--- src/hw/rtl/prfo_pkg.sv ---
// Shared types, sizes and codes of the packet ring FIFO with overwrite.
`timescale 1ns / 1ps

package prfo_pkg;

	// Ring geometry
	localparam int SLOTS       = 16;
	localparam int SLOT_LOG2   = $clog2(SLOTS);
	localparam int MAX_PAYLOAD = 64;
	localparam int PAY_LOG2    = $clog2(MAX_PAYLOAD);
	localparam int MEM_DEPTH   = SLOTS * MAX_PAYLOAD;
	localparam int ADDR_W      = SLOT_LOG2 + PAY_LOG2;
	localparam int CNT_W       = SLOT_LOG2 + 1;
	localparam int LEN_W       = 7;
	localparam int LOG2_W      = 3;
	localparam int K_W         = $clog2(SLOT_LOG2 + 1) + 1;
	localparam int OCC_W       = 4;

	// Queue sizes
	localparam int CQ_DEPTH = 2;
	localparam int CQ_PTR_W = $clog2(CQ_DEPTH);
	localparam int CQ_CNT_W = CQ_PTR_W + 1;
	localparam int OQ_DEPTH = 4;
	localparam int OQ_PTR_W = $clog2(OQ_DEPTH);
	localparam int OQ_CNT_W = OQ_PTR_W + 1;

	// Configuration registers
	localparam int CFG_IDX_W = 1;
	localparam logic [CFG_IDX_W-1:0] REG_MAX_PAYLOAD = 1'd0;
	localparam logic [CFG_IDX_W-1:0] REG_RING_LOG2   = 1'd1;
	localparam logic [LEN_W-1:0]  RST_MAX_PAYLOAD = 7'd64;
	localparam logic [LOG2_W-1:0] RST_RING_LOG2   = 3'd4;

	typedef enum logic [2:0] {
		ST_BYTE_TAKEN  = 3'd0,
		ST_COMMITTED   = 3'd1,
		ST_COMMIT_DROP = 3'd2,
		ST_FULL_REJECT = 3'd3,
		ST_OVERSIZE    = 3'd4,
		ST_POP_DATA    = 3'd5,
		ST_POP_EMPTY   = 3'd6
	} status_t;

	typedef enum logic [1:0] {
		CMD_PUSH_BYTE = 2'd0,
		CMD_PUSH_END  = 2'd1,
		CMD_POP       = 2'd2
	} cmd_kind_t;

	typedef struct packed {
		cmd_kind_t  kind;
		logic [7:0] data_byte;
		logic       has_byte;
		logic       overwrite_oldest;
	} cmd_t;

	typedef struct packed {
		status_t          status;
		logic [7:0]       read_byte;
		logic             read_has_byte;
		logic             read_last;
		logic [OCC_W-1:0] occupancy;
	} result_t;

	typedef struct packed {
		logic [LEN_W-1:0]  max_payload;
		logic [LOG2_W-1:0] ring_log2;
	} cfg_t;

endpackage

--- src/hw/rtl/prfo_out_queue.sv ---
// Result queue between the back end and the result ports.
`timescale 1ns / 1ps

module prfo_out_queue (
	input  logic                           clk,
	input  logic                           arst_n,
	input  logic                           wr_en,
	input  prfo_pkg::result_t              wr_data,
	input  logic                           rd_en,
	output prfo_pkg::result_t              head,
	output logic                           empty,
	output logic [prfo_pkg::OQ_CNT_W-1:0]  count
);

	prfo_pkg::result_t              oq_q [prfo_pkg::OQ_DEPTH];
	logic [prfo_pkg::OQ_PTR_W-1:0]  wr_ptr_q;
	logic [prfo_pkg::OQ_PTR_W-1:0]  rd_ptr_q;
	logic [prfo_pkg::OQ_CNT_W-1:0]  cnt_q;
	logic                           out_take;

	assign head     = oq_q[rd_ptr_q];
	assign empty    = (cnt_q == '0);
	assign count    = cnt_q;
	assign out_take = rd_en && !empty;

	// Hold results until taken
	always_ff @(posedge clk) begin
		if (wr_en) begin
			oq_q[wr_ptr_q] <= wr_data;
		end
	end

	// Advance pointers and count
	always_ff @(posedge clk or negedge arst_n) begin
		if (!arst_n) begin
			wr_ptr_q <= '0;
			rd_ptr_q <= '0;
			cnt_q    <= '0;
		end else begin
			if (wr_en) begin
				wr_ptr_q <= wr_ptr_q + 1'b1;
			end
			if (out_take) begin
				rd_ptr_q <= rd_ptr_q + 1'b1;
			end
			cnt_q <= cnt_q + prfo_pkg::OQ_CNT_W'(wr_en) - prfo_pkg::OQ_CNT_W'(out_take);
		end
	end

endmodule

--- config.mk ---
export PLATFORM = sky130hd
export DESIGN_NAME = prfo_out_queue
export DESIGN_NICKNAME = d
export VERILOG_FILES = /design/src/hw/rtl/prfo_pkg.sv /design/src/hw/rtl/prfo_out_queue.sv
export SDC_FILE = /design/constraint.sdc
export NUM_CORES = 1
export LEC_CHECK = 0
export BUFFER_PORTS_ARGS = -buffer_cell sky130_fd_sc_hd__buf_2
export CORE_MARGIN = 3
export CORE_UTILIZATION = 45
export CTS_CLUSTER_SIZE = 10
export DETAILED_ROUTE_END_ITERATION = 8
export PLACE_DENSITY = 0.74
export REMOVE_ABC_BUFFERS = 1
export SKIP_CTS_REPAIR_TIMING = 1
export SYNTH_ARGS = -nofsm -noshare
export SYNTH_HDL_FRONTEND = slang
export SYNTH_SLANG_ARGS = --single-unit
--- constraint.sdc ---
create_clock -name clk -period 2.57 [get_ports clk]
set_input_delay 0.257 -clock clk [delete_from_list [all_inputs] [get_ports clk]]
set_output_delay 0.257 -clock clk [all_outputs]
set_load 0.02 [all_outputs]
==> results of run 1 <==
-- cell type report --
type	instances	area, um2	area share
sequential	75	2220	0.658
multi-input combinational	38	611	0.181
tap	75	93.8	0.0278
timing repair buffer	47	253	0.0750
clock buffer	10	128	0.0379
clock inverter	6	42.5	0.0126
inverter	7	26.3	0.00780
-- logic make-up after synthesis --
kind of cell	Yosys count	share of synthesized area
buffers and inverters	11	0.0233
adder cells (fa/ha/maj)	7	0.0328
XOR/XNOR	5	0.0151
multiplexers	17	0.144
AND/OR/NAND/NOR	6	0.0117
flip-flops	75	0.766
AO/OA/AOI/OAI	3	0.00735
-- placed cells by master (no fill, tap or decap), types with 5 or more instances in the layout --
cell,count
edfxtp_1,68
buf_2,41
mux4_1,9
clkbuf_8,9
mux4_2,8
inv_1,7
dfrtp_1,7
ha_1,6
buf_4,5
-- metal layers --
| metal | share of wire | track usage |
|---|---|---|
| met1 | 0.42 | 0.167 |
| met5 | 0 | 0 |
| met2 | 0.51 | 0.222 |
| met4 | 0.0055 | 0.0510 |
| met3 | 0.061 | 0.0504 |
-- power by group --
| group | internal, mW | leakage, nW | switching (mW) |
|---|---|---|---|
| clock | 0.350 | 0.0822 | 0.407 |
| sequential | 1.61 | 0.707 | 0.159 |
| combinational | 0.542 | 0.458 | 0.692 |
-- stage by stage --
step                      hold WS (ns)  power [mW]  instance area [um2]
final                            0.137        3.76                 3370
after detailed placement         0.101        3.07                 3190
after global routing             0.116        3.99                 3370
after CTS                       -0.266        3.83                 3360
after global placement          0.0911        3.01                 3190
after floorplan                -0.0386        2.62                 2850
-- state kept, by name (all words and copies together) (netlist names) --
| signal | count |
|---|---|
| wr_ptr_q | 2 |
| count | 3 |
| rd_ptr_q | 2 |
| oq_q | 68 |
-- critical path, stage by stage (launching register included) --
cell and delay, ns:
dfrtp_1 0.46, o31ai_1 0.43, inv_1 0.09, ha_1 0.29
inv_1 0.06, ha_1 0.13, inv_1 0.05, fa_1 0.37
xnor2_1 0.19, xnor2_1 0.14
-- worst paths after layout --
| path | start | cells after the start | endpoint |
|---|---|---|---|
| worst max-delay path | count[1] | 9 | count[2] |
| worst min-delay path | wr_data[9] | 1 | oq_q[0][9] |
| worst max register to register | count[1] | 9 | count[2] |
| worst min register to register | rd_ptr_q[0] | 1 | rd_ptr_q[0] |
| max in group asynchronous | arst_n | 2 | count[2] |
| min in group asynchronous | arst_n | 2 | count[0] |
==> Implementation_results.wiki, run 1 <==
{| class="wikitable"
! Metric !! Value
|-
| Final worst slack || 0.296 ns
|-
| Initial standard-cell utilization of the core || 0.478
|-
| Clock root buffer master || clkbuf_8
|-
| H-tree levels || 3
|-
| GRT overflow || 0
|-
| Category of the worst setup path launch point || flop
|-
| Global routing usage summed across all routing layers || 0.136
|-
| Data arrival at the endpoint of the critical path || 2.53 ns
|-
| Total die area || 0.00743 mm2
|-
| Syn Std Cell Area || 0.00290 mm2
|-
| DR DRC count || 0
|-
| Number of inserted filler cells in the final layout || 474
|-
| Maximum number of pins on one net before global-route repair || 19
|-
| Number of synthesized flops with an enable pin || 68
|-
| Share of the synthesized area in the top cell type || 0.705
|-
| Total of endpoints with negative setup slack in the final report || 0
|-
| Register clock-pin slew on the reported worst setup and hold paths || 0.08 ns
|-
| Pre-antenna DRT Iters || 2
|-
| Data required, critical path || 2.82 ns
|-
| Dominant cell by count in the synthesized netlist || edfxtp_1
|-
| Boundary Pins || 42
|-
| Number of nets with antenna violations after routing || 0
|-
| Port buffer count || 41
|-
| Accumulated negative setup slack || 0 ns
|-
| Cell Count, Final, Fillers Out || 258
|-
| Final max-slew violation count || 0
|-
| CTS Sinks || 75
|-
| Worst setup EP type || flop
|-
| Area leader, netlist || edfxtp_1
|-
| Largest fanout on the critical path || 6
|-
| Cell leakage power || 1.25 nW
|-
| Number of rows in the core area || 28
|-
| Highest achievable clock rate || 440 MHz
|-
| Pre-CTS setup slack || 0.296 ns
|-
| Global-route wire length before repair || 7360 um
|-
| Via count of the routed design || 1,333
|-
| Max-slew headroom at the worst pin || 0.448
|-
| Core area || 0.00606 mm2
|-
| Die Height || 86.2 um
|-
| Hold WC Path Type || input pin to flop
|-
| Warning count from the yosys run || 0
|-
| Actual slew at the worst max-slew pin || 0.828 ns
|-
| Share of layout cells above drive strength 1 || 0.377
|-
| Most used flip-flop cell after synthesis || edfxtp_1
|-
| Seq/Total Area, Yosys || 0.766
|-
| Global placer's final weighted congestion || 0.742
|-
| Setup repair after global routing missed its margin || false
|-
| CTS tree || built
|-
| Initial antenna violation count || 0
|-
| Placed Instances || 241
|-
| Power Density || 1120 mW/mm2
|-
| Synth Area per Inst || 23.3 um2
|-
| Final-report hold violation count || 0
|-
| Area Growth Syn to Fin || 16.4%
|-
| Number of global-route vias before repair || 1,467
|-
| Outcome || complete, no violations
|-
| Setup slack of the most critical reg-to-reg path || 0.30 ns
|-
| Number of buffers created by CTS || 9
|-
| Number of nets in the layout || 206
|-
| Setup CP Type || flop to flop
|-
| Initial detailed-routing violation count || 58
|-
| Clk buf depth || 2
|-
| Count of inserted antenna diode cells || 0
|-
| Final worst-path cycle share || 0.885
|-
| Final design utilization || 0.556
|-
| Worst IR Drop VDD || 0.642 mV
|-
| Vias per inst || 5.17
|-
| Synthesized instance count || 124
|-
| Final Skew || 0.00584 ns
|-
| Register bit count reported by yosys || 75
|-
| Min Clock Period, post-route || 2.27 ns
|-
| Routed wire length || 4520 um
|-
| Die width || 86.2 um
|-
| Proportion of synthesized flip-flops having asynchronous set or reset || 0.0933
|-
| Final routed wire length divided by cell count || 17.5 um
|-
| Reported max-cap violation count || 0
|-
| Distinct cell type count of the synthesized netlist || 18
|-
| Clk_lat worst skew || 0.33 ns
|-
| Cell types occupying the most area after synthesis || edfxtp_1 71%, mux4_1 8.2%, mux4_2 6.2%
|-
| Ranking of synthesized cells by instance count || 68 x edfxtp_1, 9 x mux4_1, 8 x mux4_2
|-
| Dpl hpwl || 3100 um
|}
(Power assumes the default switching activity.)
==> inputs of run 2 (changes only) <==
==> constraint.sdc (replaced) <==
create_clock -name clk -period 2.57 [get_ports clk]
set_input_delay 0 -clock clk [delete_from_list [all_inputs] [get_ports clk]]
set_output_delay 0 -clock clk [all_outputs]
set_load 0.02 [all_outputs]
==> Implementation_results.wiki, run 2 (synthesis gave the netlist of run 1 again) <==
{| class="wikitable"
! Metric !! Value
|-
| Area used by sequential logic in the layout || 0.00222 mm2
|-
| Outcome || complete, no violations
|-
| Hold WC Path Type || input pin to async pin
|-
| WL met2 || 2520 um
|-
| RR Startpoint || count[1]
|-
| Number of global-route vias before repair || 1,390
|-
| Post-Route Hold Slack || 0.0218 ns
|-
| Slowest cell on the critical path || dfrtp_1
|-
| Total of endpoints with negative setup slack in the final report || 0
|-
| Initial detailed-routing violation count || 81
|-
| Register clock-pin slew on the reported worst setup and hold paths || 0.08 ns
|-
| Accumulated negative setup slack || 0 ns
|-
| Clk_lat worst skew || 0.33 ns
|-
| GRT overflow || 0
|-
| Core area || 0.00606 mm2
|-
| Reported max-cap violation count || 0
|-
| Category of the worst setup path launch point || flop
|-
| Setup repair after global routing missed its margin || false
|-
| DR DRC count || 0
|-
| Total area of multi-input combinational cells || 611 um2
|-
| CP most frequent cell || inv_1
|-
| Flip-flop count of the largest register after layout || 68
|-
| Met3 wire length || 213 um
|-
| Met1 routed wirelength after detailed routing || 2070 um
|-
| Min Clock Period, post-route || 2.27 ns
|-
| Number of buffers created by CTS || 9
|-
| Initial standard-cell utilization of the core || 0.478
|-
| Actual slew at the worst max-slew pin || 0.828 ns
|-
| Final design instance area without fill || 0.00361 mm2
|-
| Worst setup EP type || flop
|-
| Post-placement cell area || 0.00319 mm2
|-
| Top library cells by usage in the layout, fill and taps aside || 68 x edfxtp_1, 41 x buf_2, 20 x dlygate4sd3_1
|-
| Pre-antenna DRT Iters || 4
|-
| Cell leakage power || 1.35 nW
|-
| Max-slew headroom at the worst pin || 0.448
|-
| Start point of the critical path || count[1]
|-
| Placed Instances || 241
|-
| Routed wire length || 4890 um
|-
| Gate family responsible for the most delay along the worst path || adder cells
|-
| Data required, critical path || 2.81 ns
|-
| Die Height || 86.2 um
|-
| Via count of the routed design || 1,416
|-
| Vias per inst || 5.11
|-
| Highest cell delay on the worst timing path || 0.46 ns
|-
| Final worst-path cycle share || 0.885
|-
| Cell Count, Final, Fillers Out || 277
|-
| CTS Sinks || 75
|-
| H-tree levels || 3
|-
| Number of nets with antenna violations after routing || 0
|-
| Top sig layer || met4
|-
| Most common library cell in the layout ignoring fill and taps || edfxtp_1
|-
| Critical path cell sequence || o31ai_1 > inv_1 > ha_1 > inv_1 > ha_1 > inv_1 > fa_1 > xnor2_1 > xnor2_1
|-
| Reg with most FFs || oq_q
|-
| Dpl hpwl || 3110 um
|-
| Clk buf depth || 2
|-
| Data arrival at the endpoint of the critical path || 2.52 ns
|-
| Number of nets in the layout || 225
|-
| Clock root buffer master || clkbuf_8
|-
| Global placer's final weighted congestion || 0.690
|-
| Number of inserted filler cells in the final layout || 442
|-
| Global-route wire length before repair || 7450 um
|-
| Die width || 86.2 um
|-
| Highest achievable clock rate || 440 MHz
|-
| Area Growth Syn to Fin || 24.6%
|-
| Total die area || 0.00743 mm2
|-
| Initial antenna violation count || 0
|-
| Final-report hold violation count || 0
|-
| Setup CP Type || flop to flop
|-
| Buffer and inverter count on the worst path || 3
|-
| Total chip power || 4.00 mW
|-
| Largest fanout on the critical path || 6
|-
| CTS tree || built
|-
| Share of layout cells above drive strength 1 || 0.342
|-
| Port buffer count || 41
|-
| Maximum number of pins on one net before global-route repair || 19
|-
| Final Skew || 0.0107 ns
|-
| Boundary Pins || 42
|-
| Number of rows in the core area || 28
|-
| Final max-slew violation count || 0
|-
| Final routed wire length divided by cell count || 17.6 um
|-
| Global routing usage summed across all routing layers || 0.140
|-
| Power Density || 1110 mW/mm2
|-
| Worst IR Drop VDD || 0.692 mV
|-
| Count of inserted antenna diode cells || 0
|}
[run 2: per-stage QoR]
step                utilization  setup WS (ns)
global route              0.595         0.0856
floorplan                     -          0.400
finish                    0.595          0.295
global placement          0.526          0.468
CTS                       0.562          0.262
detailed placement        0.526          0.290
[run 2: routing by layer]
| metal | vias up | track usage |
|---|---|---|
| li1 | 652 | - |
| met1 | 715 | 0.167 |
| met2 | 40 | 0.231 |
| met3 | 9 | 0.0466 |
| met4 | 0 | 0.0680 |
| met5 | - | 0 |
[run 2: final cells by class]
cell class                 instances  area share
sequential                        75       0.614
clock inverter                     6      0.0250
tap                               75      0.0260
clock buffer                      10      0.0354
inverter                           7     0.00728
timing repair buffer              66       0.123
multi-input combinational         38       0.169
[run 2: worst register-to-register path, stage by stage (launching register included)]
cell and delay, ns:
dfrtp_1 0.46, o31ai_1 0.40, inv_1 0.09, ha_1 0.28, inv_1 0.05, ha_1 0.13, inv_1 0.05, fa_1 0.38
xnor2_1 0.18, xnor2_1 0.16
[run 2: worst paths after layout]
kind                               end  slack (ns)  cells past startpoint
max                           count[2]        0.30                      9
min                        wr_ptr_q[1]        0.02                      2
max reg2reg                   count[2]        0.30                      9
min reg2reg                rd_ptr_q[0]        0.51                      1
max in group asynchronous  rd_ptr_q[1]        2.38                      2
min in group clk           oq_q[2][10]        0.42                      2
[run 2: where the power goes]
group	switching [mW]	leakage, nW	internal, mW
logic	0.703	0.537	0.562
registers	0.162	0.707	1.61
clock network	0.416	0.106	0.548
total	1.28	1.35	2.72
==> inputs of run 3 (changes only) <==
==> config.mk (replaced) <==
export PLATFORM = sky130hd
export DESIGN_NAME = prfo_out_queue
export DESIGN_NICKNAME = d
export VERILOG_FILES = /design/src/hw/rtl/prfo_pkg.sv /design/src/hw/rtl/prfo_out_queue.sv
export SDC_FILE = /design/constraint.sdc
export NUM_CORES = 1
export LEC_CHECK = 0
export BUFFER_PORTS_ARGS = -buffer_cell sky130_fd_sc_hd__clkbuf_2
export CORE_MARGIN = 3
export CORE_UTILIZATION = 55
export CTS_CLUSTER_SIZE = 10
export DETAILED_ROUTE_END_ITERATION = 8
export PLACE_DENSITY = 0.86
export REMOVE_ABC_BUFFERS = 1
export SKIP_CTS_REPAIR_TIMING = 1
export SLEW_MARGIN = 40
export SYNTH_ARGS = -nofsm -noshare
export SYNTH_HDL_FRONTEND = slang
export SYNTH_SLANG_ARGS = --single-unit
==> Implementation_results.wiki, run 3 (synthesis gave the netlist of run 1 again) <==
{| class="wikitable"
! Metric !! Value
|-
| Vias per inst || 5.37
|-
| Sequential power share || 0.422
|-
| Min Clock Period, post-route || 2.26 ns
|-
| Net switching power || 1.30 mW
|-
| Count of inserted antenna diode cells || 0
|-
| Data arrival at the endpoint of the critical path || 2.48 ns
|-
| Met2 usage in global routing || 0.307
|-
| Number of buffers created by CTS || 9
|-
| Global routing usage summed across all routing layers || 0.186
|-
| Worst setup EP type || flop
|-
| Number of rows in the core area || 25
|-
| Final worst-path cycle share || 0.880
|-
| End of the worst register-to-register path || count[2]
|-
| Reg with most FFs || oq_q
|-
| Boundary Pins || 42
|-
| Max-slew headroom at the worst pin || 0.484
|-
| Maximum number of pins on one net before global-route repair || 19
|-
| Total die area || 0.00617 mm2
|-
| CTS Sinks || 75
|-
| Actual slew at the worst max-slew pin || 0.775 ns
|-
| Largest fanout on the critical path || 6
|-
| Fraction of met1 tracks used by global routing || 0.224
|-
| Number of inserted filler cells in the final layout || 285
|-
| Via count of the routed design || 1,433
|-
| Global route hottest layer || met2
|-
| Final max-slew violation count || 0
|-
| Number of global-route vias before repair || 1,489
|-
| Cell leakage power || 1.38 nW
|-
| Worst IR Drop VDD || 0.594 mV
|-
| Setup CP Type || flop to flop
|-
| Pre-antenna DRT Iters || 4
|-
| RR Startpoint || count[1]
|-
| Design internal power || 2.93 mW
|-
| Start point of the critical path || count[1]
|-
| Core area || 0.00491 mm2
|-
| Setup repair after global routing missed its margin || false
|-
| Most common library cell in the layout ignoring fill and taps || edfxtp_1
|-
| Hold WC Path Type || input pin to async pin
|-
| Setup slack of the most critical reg-to-reg path || 0.31 ns
|-
| Top library cells by usage in the layout, fill and taps aside || 68 x edfxtp_1, 41 x clkbuf_2, 20 x dlygate4sd3_1
|-
| Pre-CTS setup slack || 0.325 ns
|-
| Number of nets in the layout || 223
|-
| Global-route wire length before repair || 8040 um
|-
| Flip-flop count of the largest register after layout || 68
|-
| Final Skew || 0.00719 ns
|-
| Total of endpoints with negative setup slack in the final report || 0
|-
| Initial standard-cell utilization of the core || 0.590
|-
| Fraction of power spent switching nets || 0.307
|-
| Combinational share of power || 0.299
|-
| Category of the worst setup path launch point || flop
|-
| CTS tree || built
|-
| Final design instance area without fill || 0.00363 mm2
|-
| Reported max-cap violation count || 0
|-
| Port buffer count || 41
|-
| Final worst slack || 0.308 ns
|-
| Initial detailed-routing violation count || 89
|-
| H-tree levels || 3
|-
| Data required, critical path || 2.79 ns
|-
| Accumulated negative setup slack || 0 ns
|-
| Number of cells on the worst reg-to-reg path || 9
|-
| Power Density || 1160 mW/mm2
|-
| Capture point of the critical path || count[2]
|-
| Global routing usage on met3 || 0.0642
|-
| Number of nets with antenna violations after routing || 0
|-
| Clock network fraction of total power || 0.279
|-
| Final routed wire length divided by cell count || 19.4 um
|-
| Outcome || complete, no violations
|-
| Share of layout cells above drive strength 1 || 0.345
|-
| GRT overflow || 0
|-
| Register clock-pin slew on the reported worst setup and hold paths || 0.07 ns
|-
| Die width || 78.6 um
|-
| Global placer's final weighted congestion || 0.707
|-
| Dpl hpwl || 3200 um
|-
| Die Height || 78.6 um
|-
| Routed wire length || 5190 um
|-
| Highest achievable clock rate || 442 MHz
|-
| Final design utilization || 0.740
|-
| Final-report hold violation count || 0
|-
| Post-placement cell area || 0.00317 mm2
|-
| Area Growth Syn to Fin || 25.5%
|-
| Clock root buffer master || clkbuf_8
|-
| Initial antenna violation count || 0
|-
| DR DRC count || 0
|-
| Clk buf depth || 2
|-
| Clk_lat worst skew || 0.34 ns
|}
-- run 3: cell count changes in the layout (fill, tap and decap cells not counted), moves of 2 or more --
cell / previous run / this run
clkinv_4: 2 / 0
bufinv_16: 2 / 4
clkbuf_2: 0 / 41
buf_2: 41 / 0
and2_2: 0 / 2
and2_1: 4 / 2
buf_4: 5 / 3
-- run 3: worst min-delay path by stage --
stage	from	end	slack (ns)	depth (start not counted)
after floorplan	arst_n	count[0]	-0.30	0
after global placement	arst_n	rd_ptr_q[0]	-0.16	1
after detailed placement	arst_n	count[2]	-0.15	1
after CTS	arst_n	count[2]	-0.53	1
after global routing	arst_n	rd_ptr_q[1]	0.04	2
final	arst_n	count[2]	0.03	2
-- run 3: power by group through the flow --
stage	combinational, mW	sequential, mW	clock, mW
2_1_floorplan	0.789	1.83	0
3_3_place_gp	1.21	1.78	0
3_5_place_dp	1.26	1.81	0
4_1_cts	1.27	1.79	1.19
5_1_grt	1.37	1.82	1.25
6_report	1.27	1.78	1.18
-- run 3: cell type report --
class / count / area [um2] / share of cell area
sequential: 75 / 2220 / 0.610
inverter: 7 / 26.3 / 0.00723
multi-input combinational: 38 / 613 / 0.169
clock buffer: 11 / 141 / 0.0389
timing repair buffer: 64 / 428 / 0.118
clock inverter: 5 / 125 / 0.0344
tap: 67 / 83.8 / 0.0231
-- run 3: worst max-delay path, cell delays in order (launching register included) --
cell and delay (ns):
dfrtp_1 0.47, o31ai_1 0.39, inv_1 0.09, ha_1 0.28, inv_1 0.07, ha_1 0.14
inv_1 0.06, fa_1 0.37, xnor2_1 0.14, xnor2_1 0.13
-- run 3: routing by layer --
layer / vias to the layer above / share of wire
met3: 9 / 0.073
met4: 0 / 0.016
met5: - / 0
li1: 651 / -
met1: 720 / 0.40
met2: 53 / 0.51
-- run 3: metrics by stage --
step                      hold WS, ns  total power [mW]  std cells
final                          0.0285              4.23        267
after global routing           0.0428              4.43        267
after CTS                      -0.531              4.25        247
after detailed placement       -0.153              3.07        231
after global placement         -0.161              2.98        231
after floorplan                -0.296              2.62        120
