<file path="config.mk">
export PLATFORM = sky130hd
export DESIGN_NAME = prfo_front
export DESIGN_NICKNAME = d
export VERILOG_FILES = /design/src/hw/rtl/prfo_pkg.sv /design/src/hw/rtl/prfo_front.sv
export SDC_FILE = /design/constraint.sdc
export NUM_CORES = 1
export LEC_CHECK = 0
export ABC_CLOCK_PERIOD_IN_PS = 1500
export BUFFER_PORTS_ARGS = -buffer_cell sky130_fd_sc_hd__clkbuf_2
export CAP_MARGIN = 5
export CORE_MARGIN = 5
export CORE_UTILIZATION = 45
export DETAILED_ROUTE_END_ITERATION = 10
export PLACE_DENSITY_LB_ADDON = 0.2
export SLEW_MARGIN = 20
export SYNTH_ARGS = -nofsm -noshare
export SYNTH_HDL_FRONTEND = slang
export SYNTH_SLANG_ARGS = --single-unit
</file>
<file path="constraint.sdc">
create_clock -name clk -period 1.5 [get_ports clk]
set_input_delay 0.3 -clock clk [delete_from_list [all_inputs] [get_ports clk]]
set_output_delay 0.3 -clock clk [all_outputs]
set_load 0.03 [all_outputs]
</file>
<file path="src/hw/rtl/prfo_pkg.sv">
// Shared types, sizes and codes of the packet ring FIFO with overwrite.
`timescale 1ns / 1ps

package prfo_pkg;

	// Ring geometry
	localparam int SLOTS       = 16;
	localparam int SLOT_LOG2   = $clog2(SLOTS);
	localparam int MAX_PAYLOAD = 64;
	localparam int PAY_LOG2    = $clog2(MAX_PAYLOAD);
	localparam int MEM_DEPTH   = SLOTS * MAX_PAYLOAD;
	localparam int ADDR_W      = SLOT_LOG2 + PAY_LOG2;
	localparam int CNT_W       = SLOT_LOG2 + 1;
	localparam int LEN_W       = 7;
	localparam int LOG2_W      = 3;
	localparam int K_W         = $clog2(SLOT_LOG2 + 1) + 1;
	localparam int OCC_W       = 4;

	// Queue sizes
	localparam int CQ_DEPTH = 2;
	localparam int CQ_PTR_W = $clog2(CQ_DEPTH);
	localparam int CQ_CNT_W = CQ_PTR_W + 1;
	localparam int OQ_DEPTH = 4;
	localparam int OQ_PTR_W = $clog2(OQ_DEPTH);
	localparam int OQ_CNT_W = OQ_PTR_W + 1;

	// Configuration registers
	localparam int CFG_IDX_W = 1;
	localparam logic [CFG_IDX_W-1:0] REG_MAX_PAYLOAD = 1'd0;
	localparam logic [CFG_IDX_W-1:0] REG_RING_LOG2   = 1'd1;
	localparam logic [LEN_W-1:0]  RST_MAX_PAYLOAD = 7'd64;
	localparam logic [LOG2_W-1:0] RST_RING_LOG2   = 3'd4;

	typedef enum logic [2:0] {
		ST_BYTE_TAKEN  = 3'd0,
		ST_COMMITTED   = 3'd1,
		ST_COMMIT_DROP = 3'd2,
		ST_FULL_REJECT = 3'd3,
		ST_OVERSIZE    = 3'd4,
		ST_POP_DATA    = 3'd5,
		ST_POP_EMPTY   = 3'd6
	} status_t;

	typedef enum logic [1:0] {
		CMD_PUSH_BYTE = 2'd0,
		CMD_PUSH_END  = 2'd1,
		CMD_POP       = 2'd2
	} cmd_kind_t;

	typedef struct packed {
		cmd_kind_t  kind;
		logic [7:0] data_byte;
		logic       has_byte;
		logic       overwrite_oldest;
	} cmd_t;

	typedef struct packed {
		status_t          status;
		logic [7:0]       read_byte;
		logic             read_has_byte;
		logic             read_last;
		logic [OCC_W-1:0] occupancy;
	} result_t;

	typedef struct packed {
		logic [LEN_W-1:0]  max_payload;
		logic [LOG2_W-1:0] ring_log2;
	} cfg_t;

endpackage

</file>
<file path="src/hw/rtl/prfo_front.sv">
// Front end: accepts items, classifies them and queues commands for the back end.
`timescale 1ns / 1ps

module prfo_front (
	input  logic              clk,
	input  logic              arst_n,
	input  logic              push,
	output logic              full,
	input  logic              action,
	input  logic [7:0]        data_byte,
	input  logic              has_byte,
	input  logic              last_byte,
	input  logic              overwrite_oldest,
	output logic              cmd_valid,
	output prfo_pkg::cmd_t    cmd,
	input  logic              cmd_ready
);

	prfo_pkg::cmd_t                 cq_q [prfo_pkg::CQ_DEPTH];
	logic [prfo_pkg::CQ_PTR_W-1:0]  wr_ptr_q;
	logic [prfo_pkg::CQ_PTR_W-1:0]  rd_ptr_q;
	logic [prfo_pkg::CQ_CNT_W-1:0]  cnt_q;
	prfo_pkg::cmd_t                 cmd_new;
	logic                           in_take;
	logic                           out_take;

	// Classify the incoming item
	always_comb begin
		cmd_new.data_byte        = data_byte;
		cmd_new.has_byte         = has_byte;
		cmd_new.overwrite_oldest = overwrite_oldest;
		if (action) begin
			cmd_new.kind = prfo_pkg::CMD_POP;
		end else if (last_byte) begin
			cmd_new.kind = prfo_pkg::CMD_PUSH_END;
		end else begin
			cmd_new.kind = prfo_pkg::CMD_PUSH_BYTE;
		end
	end

	assign full      = (cnt_q == prfo_pkg::CQ_CNT_W'(prfo_pkg::CQ_DEPTH));
	assign cmd_valid = (cnt_q != '0);
	assign cmd       = cq_q[rd_ptr_q];
	assign in_take   = push && !full;
	assign out_take  = cmd_valid && cmd_ready;

	// Store queued commands
	always_ff @(posedge clk) begin
		if (in_take) begin
			cq_q[wr_ptr_q] <= cmd_new;
		end
	end

	// Advance queue pointers
	always_ff @(posedge clk or negedge arst_n) begin
		if (!arst_n) begin
			wr_ptr_q <= '0;
			rd_ptr_q <= '0;
			cnt_q    <= '0;
		end else begin
			if (in_take) begin
				wr_ptr_q <= wr_ptr_q + 1'b1;
			end
			if (out_take) begin
				rd_ptr_q <= rd_ptr_q + 1'b1;
			end
			cnt_q <= cnt_q + prfo_pkg::CQ_CNT_W'(in_take) - prfo_pkg::CQ_CNT_W'(out_take);
		end
	end

endmodule

</file>
==> metrics.yaml, run 1 <==
critical_path:
  end_kind: "primary output"
  required_ns: 1.20
  worstPathMaxFanout: 6
  reg2reg_slack_ns: -0.13
  start_kind: "flip-flop"
  critical_path_class: "flip-flop to primary output"
  critPathArrivalTime_ns: 1.40
floorplan:
  rows: 17
  floorplan.initialDensity_pct: 47.7
  die_h_um: 58.9
  die_w_um: 58.9
  pin_count: 30
  coreArea_um2: 2250
  dieArea_um2: 3470
global_routing:
  grtUsageTotal_pct: 11.7
  use_met1_pct: 12.5
  grt_pass1_vias: 685
  use_met2_pct: 21.9
  overflow: 0
  grt_max_degree: 16
  antenna_found_initial: 0
  grt.busiest_layer: "met2"
  grtUsageMet3_pct: 2.63
  grt_pass1_wl_um: 2940
timing:
  holdWs_ns: 0.165
  skew_ns: 0.00843
  relSlewSlack_pct: 88.8
  finalCritPeriodShare_pct: 114
  finalCriticalPeriod_ns: 1.70
  timing.final.ws_setup_ns: -0.204
  tns_ns: -2.38
  final-hold-violation-count: 0
  max_freq_ghz: 0.587
  drv_slew: 0
  finalSetupViolations: 13
  rsz0062_at_grt: "true"
  worst_pin_slew_ns: 0.168
clock_tree:
  clock-root-buffer: "clkbuf_4"
  cts_max_level: 1
  cts_tree: "yes"
  cts_buffers: 3
  clk_pin_slew_ns: 0.14
  cts.sinks: 28
  clk_latency_ns: 0.31
  clock_path_buffers: 2
power:
  vdd_drop_max_mv: 1.49
  p_comb_share_pct: 57.1
  finalPower_mw: 3.45
  p_sw_mw: 1.17
  leakagePower_nw: 0.684
  power.share.sequential_pct: 34.3
  clockPowerShare_pct: 8.6
  switching_share_pct: 33.9
  power.density_nw_per_um2: 2130
  p_int_mw: 2.28
finish:
  finish.utilization_pct: 71.8
  syn_to_final_growth_pct: 50.6
  stdcell_area_um2: 1620
  diodes: 0
  drive_gt1_share_pct: 63.6
  fin_cells: 127
  num-nets-final: 118
detailed_routing:
  drc: 0
  wl_per_cell_um: 15.1
  drt_iter0_markers: 4
  first_pass_iters: 2
  routed_wl_um: 1920
  vias: 619
  postRouteAntennaNets: 0
  routed_via_density: 4.87
synth:
  ys_seq_area_share_pct: 76.4
  synth_area_leaders: "edfxtp_1 67%, mux2_2 13%, dfrtp_1 9.3%, xnor2_1 2.4%, ha_1 2.3%"
  synthSimpleGateAreaFrac_pct: 4.07
  ys_types: 15
  ys_ff_latch: 28
  syn_area_um2: 1070
  synth_top_area_share_pct: 67.1
  synthCells: 56
  synth_area_per_cell_um2: 19.2
  synthMuxAreaShare_pct: 12.6
  synth_top_area_cell: "edfxtp_1"
  synthAdderAreaFrac_pct: 2.33
  synthXorXnorAreaFrac_pct: 3.26
  synth_top_family_by_area: "multiplexers"
  yosysWarnings: 0
  synth_fp_nets: 74
  synth-compound-area-share_pct: 0
placed_design:
  post_dp_cell_area_um2: 1350
  gp_congestion: 0.731
  hpwl_um: 1270
  numPlacedInstances: 119
  place_ws_ns: -0.105
  port_buffers: 29
hold_path:
  hp-class: "input port to flip-flop"
run_status:
  status: "finished, violations left"
  violations: "setup timing"
job:
  cap_violations: 0
## final timing paths
check,start,end,cells past startpoint
setup / recovery,rd_ptr_q,cmd[5],3
hold / removal,has_byte,cq_q[1][1],1
setup reg to reg,cnt_q[1],cnt_q[1],7
hold reg to reg,wr_ptr_q,wr_ptr_q,1
max in group asynchronous,arst_n,rd_ptr_q,2
min in group asynchronous,arst_n,wr_ptr_q,2
## power by group through the flow
| stage | registers (mW) | clock network, mW | logic (mW) |
|---|---|---|---|
| floorplan | 1.16 | 0 | 0.910 |
| global route | 1.20 | 0.338 | 2.08 |
| global placement | 1.16 | 0 | 1.33 |
| finish | 1.18 | 0.296 | 1.97 |
| detailed placement | 1.17 | 0 | 1.35 |
| CTS | 1.16 | 0.305 | 1.62 |
## layout make-up
class / instances / area [um^2]
Clock buffer: 3 / 22.5
Clock inverter: 1 / 3.75
Fill cell: 155 / 636
Inverter: 2 / 7.51
Multi-Input combinational cell: 25 / 327
Sequential cell: 28 / 822
Tap cell: 28 / 35.0
Timing Repair Buffer: 40 / 402
## critical path, cell delays in order, from the launching register on
cell       delay (ns)
dfrtp_2          0.47
clkbuf_16        0.17
mux2_4           0.31
buf_8            0.14
## layout by cell type (no fill, tap or decap)
cell type       n
clkbuf_4        4
clkbuf_16       1
xnor2_1         2
and2_4          1
dfrtp_2         1
clkbuf_2       15
nand2b_4        1
and3_1          1
dlygate4sd3_1   1
xor2_1          1
clkinv_1        1
buf_6           1
inv_1           1
nand2_1         1
buf_4           7
edfxtp_1       24
inv_2           1
or2_4           1
mux2_4         12
buf_12          2
nor2b_1         1
xnor2_2         1
ha_4            2
buf_8          12
nor2_2          1
dfrtp_1         3
## metal layers
layer  routed length (um)  share of wire [%]
met3                  107                5.6
met5                    0                  0
met4                   13               0.68
met2                 1050                 55
met1                  746                 39
## cells in the mapped netlist
cell type  instances
edfxtp_1          24
nand2b_1           1
or2_4              1
mux2_2            12
dfrtp_1            4
nor2_1             1
and3_1             1
nor2b_1            1
ha_1               2
nand2_1            1
inv_1              2
xnor2_1            3
buf_4              1
and2_4             1
xor2_1             1
## flip-flops by register name, summed over array words and instances, names as in the netlist
name and cells:
wr_ptr_q 1, cq_q 24, cnt_q 2, rd_ptr_q 1
## cell families (layout without fill, tap and decap cells)
family / count (synthesis) / in the layout
adder cells (fa/ha/maj): 2 / 2
AND/OR/NAND/NOR: 7 / 7
buffers and inverters: 3 / 46
flip-flops: 28 / 28
XOR/XNOR: 4 / 4
multiplexers: 12 / 12
## what timing repair did
| action | CTS | global route |
|---|---|---|
| endpoints found under the hold margin | 4 | 0 |
| hold buffers | 1 | 0 |
| resized for setup | 25 | 32 |
| setup endpoints to repair | 13 | 15 |
| cloned | 0 | 1 |
| buffers inserted | 0 | 2 |
| pin swaps | 1 | 1 |
Power figures use the tool's default switching activity.
==> run 2, diff against run 1 <==
==> constraint.sdc (replaced) <==
create_clock -name clk -period 1.5 [get_ports clk]
set_input_delay 0.225 -clock clk [delete_from_list [all_inputs] [get_ports clk]]
set_output_delay 0.225 -clock clk [all_outputs]
set_load 0.03 [all_outputs]
==> run 2 against run 1 <==
Compared with the run above: the run still ends with setup timing left; via count down 1.3%; routed wire length down 1.0%; clock skew down 0.0015 ns; non-clock buffer count down 1; hold slack worse by 0.073 ns; setup slack better by 0.077 ns; critical path type unchanged; critical endpoint unchanged.
==> metrics.yaml, run 2 (synthesized netlist as in run 1, its figures left out) <==
critical_path:
  cp-startpoint: "rd_ptr_q"  # unchanged
  max_stage_delay_ns: 0.47  # about the same
  critPathArrivalTime_ns: 1.40  # about the same
  critical_path_class: "flip-flop to primary output"  # unchanged
  slowest_stage: "dfrtp_2"  # unchanged
  worstPathMaxFanout: 6  # unchanged
  end_kind: "primary output"  # unchanged
  start_kind: "flip-flop"  # unchanged
  regToRegStartpoint: "cnt_q[0]"  # was cnt_q[1]
  critPathBufInv: 2  # unchanged
  path_cells: "clkbuf_16 > mux2_4 > buf_8"  # unchanged
  cpLargestDelayFamily: "flip-flops"  # unchanged
  required_ns: 1.27  # was 1.20 ns
power:
  p_comb_share_pct: 56.5  # was 57.1%
  power.share.sequential_pct: 34.8  # was 34.3%
  switching_share_pct: 34.1  # was 33.9%
  p_int_mw: 2.22  # was 2.28 mW
  clockPowerShare_pct: 8.7  # was 8.6%
  leakagePower_nw: 0.671  # was 0.684 nW
  power.density_nw_per_um2: 2120  # was 2130 nW/um^2
  vdd_drop_max_mv: 1.46  # was 1.49 mV
  p_sw_mw: 1.15  # was 1.17 mW
  finalPower_mw: 3.38  # was 3.45 mW
finish:
  stdcell_area_um2: 1600  # was 1620 um^2
  multiInputGateArea_um2: 319  # was 327 um^2
  reg.largest.list: "cq_q x24, cnt_q x2"  # unchanged
  largest_reg_flops: 24  # unchanged
  num-nets-final: 117  # was 118
  top_register: "cq_q"  # unchanged
  finish.utilization_pct: 70.8  # was 71.8%
  final_common_cell: "edfxtp_1"  # unchanged
  syn_to_final_growth_pct: 48.4  # was 50.6%
  nFillCells: 155  # unchanged
  regArea_um2: 822  # unchanged
  most-common-layout-cells: "24 x edfxtp_1, 17 x clkbuf_2, 12 x mux2_4, 12 x buf_8, 6 x buf_4"  # was 24 x edfxtp_1, 15 x clkbuf_2, 12 x mux2_4, 12 x buf_8, 7 x buf_4
  diodes: 0  # unchanged
  drive_gt1_share_pct: 62.2  # was 63.6%
placed_design:
  post_dp_cell_area_um2: 1350  # unchanged
  place_ws_ns: -0.105  # unchanged
  gp_congestion: 0.731  # unchanged
  hpwl_um: 1270  # unchanged
  port_buffers: 29  # unchanged
clock_tree:
  clk_pin_slew_ns: 0.14  # about the same
  cts_max_level: 1  # unchanged
  clk_latency_ns: 0.31  # about the same
  cts_buffers: 3  # unchanged
  cts.sinks: 28  # unchanged
  cts_tree: "yes"  # unchanged
  clock-root-buffer: "clkbuf_4"  # unchanged
  clock_path_buffers: 2  # unchanged
timing:
  finalSetupViolations: 13  # unchanged
  drv_slew: 0  # unchanged
  relSlewSlack_pct: 88.8  # about the same
  timing.final.ws_setup_ns: -0.127  # was -0.204 ns
  finalCritPeriodShare_pct: 108  # was 114%
  rsz0062_at_grt: "true"  # unchanged
  holdWs_ns: 0.0919  # was 0.165 ns
  max_freq_ghz: 0.615  # was 0.587 GHz
  finalCriticalPeriod_ns: 1.63  # was 1.70 ns
  skew_ns: 0.00696  # was 0.00843 ns
  worst_pin_slew_ns: 0.169  # was 0.168 ns
  final-hold-violation-count: 0  # unchanged
global_routing:
  grt_pass1_vias: 685  # unchanged
  overflow: 0  # unchanged
  grtUsageTotal_pct: 11.7  # unchanged
  antenna_found_initial: 0  # unchanged
  grt_max_degree: 16  # unchanged
  grt_pass1_wl_um: 2940  # unchanged
detailed_routing:
  drc: 0  # unchanged
  first_pass_iters: 2  # unchanged
  routed_via_density: 4.85  # was 4.87
  drt_iter0_markers: 4  # unchanged
  routed_wl_um: 1900  # was 1920 um
  postRouteAntennaNets: 0  # unchanged
  vias: 611  # was 619
  wl_per_cell_um: 15.1  # about the same
run_status:
  violations: "setup timing"  # unchanged
  status: "finished, violations left"  # unchanged
floorplan:
  rows: 17  # unchanged
  dieArea_um2: 3470  # unchanged
  die_w_um: 58.9  # unchanged
  coreArea_um2: 2250  # unchanged
  pin_count: 30  # unchanged
  floorplan.initialDensity_pct: 47.7  # unchanged
  die_h_um: 58.9  # unchanged
hold_path:
  hp-class: "input port to flip-flop"  # unchanged
  min_from: "has_byte"  # unchanged
job:
  cap_violations: 0  # unchanged
## run 2: final timing paths
check,to,slack [ns],cells after the start
min reg2reg,wr_ptr_q,0.53,1
max in group asynchronous,rd_ptr_q,1.14,2
max,cmd[5],-0.13,3
min,cq_q[1][1],0.09,1
min in group asynchronous,cnt_q[1],0.22,2
max reg2reg,cnt_q[1],-0.09,7
## run 2: what timing repair did
action	CTS	global route
hold endpoints to repair	4	0
setup buffers	0	1
pin swaps	1	1
gates resized for setup	25	25
gates cloned	0	1
endpoints found under the setup margin	13	13
hold buffers	1	0
## run 2: power by group through the flow
stage	Combinational [mW]	Sequential (mW)	Clock, mW
final	1.91	1.18	0.294
after global routing	2.02	1.20	0.338
after CTS	1.62	1.16	0.305
after detailed placement	1.35	1.17	0
after global placement	1.33	1.16	0
after floorplan	0.910	1.16	0
## run 2: per-stage QoR
stage               std cells  setup TNS [ns]
finish                    126           -1.42
global placement          119         -0.0650
global route              126           -2.04
CTS                       124           -1.49
detailed placement        119          -0.105
floorplan                  56          -0.135
## run 2: worst register-to-register path: stages, from the launching register on
cell	delay, ns
dfrtp_1	0.41
or2_4	0.25
and2_4	0.15
ha_4	0.26
inv_2	0.04
ha_4	0.15
xnor2_2	0.13
xnor2_1	0.12
## run 2: layer usage
metal  part of all wire (%)  up-vias  global-route usage, %
met5                      0        -                      0
met4                   0.69        0                   4.85
met2                     55       17                   21.9
li1                       -      292                      -
met1                     39      300                   12.5
met3                    5.6        2                   2.63
## run 2: cell type report
class	count	share of cell area, %
clock inverters	1	0.235
repair buffers	39	24.2
inverters	2	0.471
well taps	28	2.20
clock buffers	3	1.41
multi-input cells	25	20.0
flip-flops and latches	28	51.5
==> run 3, diff against run 2 <==
--- a/config.mk
+++ b/config.mk
@@ -12,6 +12,7 @@
 export CORE_UTILIZATION = 45
 export DETAILED_ROUTE_END_ITERATION = 10
 export PLACE_DENSITY_LB_ADDON = 0.2
+export REMOVE_ABC_BUFFERS = 1
 export SLEW_MARGIN = 20
 export SYNTH_ARGS = -nofsm -noshare
 export SYNTH_HDL_FRONTEND = slang
==> run 3 against run 2 <==
Compared with the run above: the flow still finishes with violations (setup timing); clock skew fell by 0.0031 ns; routed wire length fell by 2.3%; setup slack improved by 0.041 ns; clock power rose by 2%; global-route usage fell by 0.16 points; fmax rose by 2.6%; cell count rose by 3.2%; count of clock-buffer cells in the layout did not move; combinational power rose by 4%; sequential cell count did not move; critical path type is now flip-flop to flip-flop; largest power group unchanged.
==> metrics.yaml, run 3 (synthesized netlist as in run 1, its figures left out) <==
critical_path:
  critical_path_class: "flip-flop to flip-flop"  # was flip-flop to primary output
  regToRegStartpoint: "cnt_q[0]"  # unchanged
  start_kind: "flip-flop"  # unchanged
  cp-startpoint: "cnt_q[0]"  # was rd_ptr_q
  endpoint: "cnt_q[1]"  # was cmd[5]
  worstPathMaxFanout: 2  # was 6
  slowest_stage: "dfrtp_1"  # was dfrtp_2
  crit_cells: 7  # was 3
  critPathArrivalTime_ns: 1.80  # was 1.40 ns
  cpMostUsedCell: "ha_4"
  end_kind: "flip-flop"  # was primary output
  r2r-end: "cnt_q[1]"  # unchanged
  r2r_cells: 7  # unchanged
  cpLargestDelayFamily: "flip-flops"  # unchanged
  reg2reg_slack_ns: -0.09  # about the same
  path_cells: "or2_4 > and2_4 > ha_4 > inv_2 > ha_4 > xnor2_2 > xnor2_1"  # was clkbuf_16 > mux2_4 > buf_8
  required_ns: 1.72  # was 1.27 ns
  max_stage_delay_ns: 0.42  # was 0.47 ns
  critPathBufInv: 1  # was 2
floorplan:
  floorplan.initialDensity_pct: 47.7  # unchanged
  die_h_um: 58.9  # unchanged
  rows: 17  # unchanged
  die_w_um: 58.9  # unchanged
  pin_count: 30  # unchanged
  coreArea_um2: 2250  # unchanged
  dieArea_um2: 3470  # unchanged
global_routing:
  grt_max_degree: 16  # unchanged
  overflow: 0  # unchanged
  grt_pass1_wl_um: 2930  # was 2940 um
  antenna_found_initial: 0  # unchanged
  grtUsageTotal_pct: 11.6  # was 11.7%
  grt_pass1_vias: 667  # was 685
detailed_routing:
  drt_iter0_markers: 0  # was 4
  first_pass_iters: 1  # was 2
  routed_via_density: 4.75  # was 4.85
  routed_wl_um: 1850  # was 1900 um
  vias: 617  # was 611
  postRouteAntennaNets: 0  # unchanged
  drc: 0  # unchanged
  wl_per_cell_um: 14.3  # was 15.1 um
timing:
  skew_ns: 0.00383  # was 0.00696 ns
  finalSetupViolations: 13  # unchanged
  finalCriticalPeriod_ns: 1.59  # was 1.63 ns
  timing.final.ws_setup_ns: -0.0858  # was -0.127 ns
  worst_pin_slew_ns: 0.296  # was 0.169 ns
  rsz0062_at_grt: "true"  # unchanged
  tns_ns: -0.992  # was -1.42 ns
  final-hold-violation-count: 0  # unchanged
  max_freq_ghz: 0.631  # was 0.615 GHz
  finalCritPeriodShare_pct: 106  # was 108%
  drv_slew: 0  # unchanged
  relSlewSlack_pct: 80.2  # was 88.8%
  holdWs_ns: 0.0876  # was 0.0919 ns
power:
  leakagePower_nw: 0.689  # was 0.671 nW
  finalPower_mw: 3.46  # was 3.38 mW
  vdd_drop_max_mv: 1.46  # about the same
  power.density_nw_per_um2: 2120  # about the same
placed_design:
  place_ws_ns: -0.151  # was -0.105 ns
  hpwl_um: 1260  # was 1270 um
  numPlacedInstances: 121  # was 119
  gp_congestion: 0.594  # was 0.731
  post_dp_cell_area_um2: 1320  # was 1350 um^2
  port_buffers: 29  # unchanged
hold_path:
  whs_path_depth: 1  # unchanged
  hp-class: "input port to flip-flop"  # unchanged
  min_from: "data_byte[1]"  # was has_byte
finish:
  stdcell_area_um2: 1630  # was 1600 um^2
  diodes: 0  # unchanged
  drive_gt1_share_pct: 67.6  # was 62.2%
  num-nets-final: 121  # was 117
  largest_reg_flops: 24  # unchanged
  fin_cells: 130  # was 126
  syn_to_final_growth_pct: 51.6  # was 48.4%
  reg.largest.list: "cq_q x24, cnt_q x2"  # unchanged
  final_common_cell: "edfxtp_1"  # unchanged
  finish.utilization_pct: 72.3  # was 70.8%
  most-common-layout-cells: "24 x edfxtp_1, 16 x clkbuf_2, 13 x buf_8"  # was 24 x edfxtp_1, 17 x clkbuf_2, 12 x mux2_4, 12 x buf_8, 6 x buf_4
  top_register: "cq_q"  # unchanged
clock_tree:
  clock_path_buffers: 2  # unchanged
  clk_pin_slew_ns: 0.14  # about the same
  cts_tree: "yes"  # unchanged
  cts.sinks: 28  # unchanged
  clk_latency_ns: 0.31  # about the same
  cts_buffers: 3  # unchanged
  clock-root-buffer: "clkbuf_4"  # unchanged
  cts_max_level: 1  # unchanged
run_status:
  status: "finished, violations left"  # unchanged
  violations: "setup timing"  # unchanged
job:
  cap_violations: 0  # unchanged
## run 3: final cells by class
cell class              count  area [um^2]
well taps                  28         35.0
fillers                   163          626
inverters                   2         10.0
flip-flops and latches     28          822
multi-input cells          25          330
clock buffers               3         22.5
clock inverters             1         3.75
repair buffers             43          405
## run 3: where the power goes
part           total, mW  switching, mW  leakage (nW)  internal, mW
combinational       1.99          0.893         0.404          1.10
clock              0.301          0.204        0.0154        0.0973
sequential          1.17         0.0825         0.269          1.08
total               3.46           1.18         0.689          2.28
## run 3: layer usage
layer / part of all wire, % / up-vias / GRT usage, %
met5: 0 / - / 0
met2: 52 / 18 / 18.8
met4: 0.76 / 0 / 4.85
met1: 40 / 300 / 14.4
met3: 7.2 / 2 / 3.29
li1: - / 297 / -
## run 3: timing repair
action	in CTS	in global routing
cloned	0	1
hold endpoints to repair	4	0
hold buffers	1	0
pin swaps	5	3
setup endpoints to repair	26	23
resized for setup	35	35
setup buffers	0	3
## run 3: worst min path at each step
| stage | to | slack [ns] |
|---|---|---|
| after global routing | cq_q[0][8] | 0.07 |
| after detailed placement | wr_ptr_q | 0.04 |
| final | cq_q[1][3] | 0.09 |
| after floorplan | cnt_q[0] | -0.07 |
| after global placement | cnt_q[0] | 0.04 |
| after CTS | cq_q[1][8] | 0.08 |
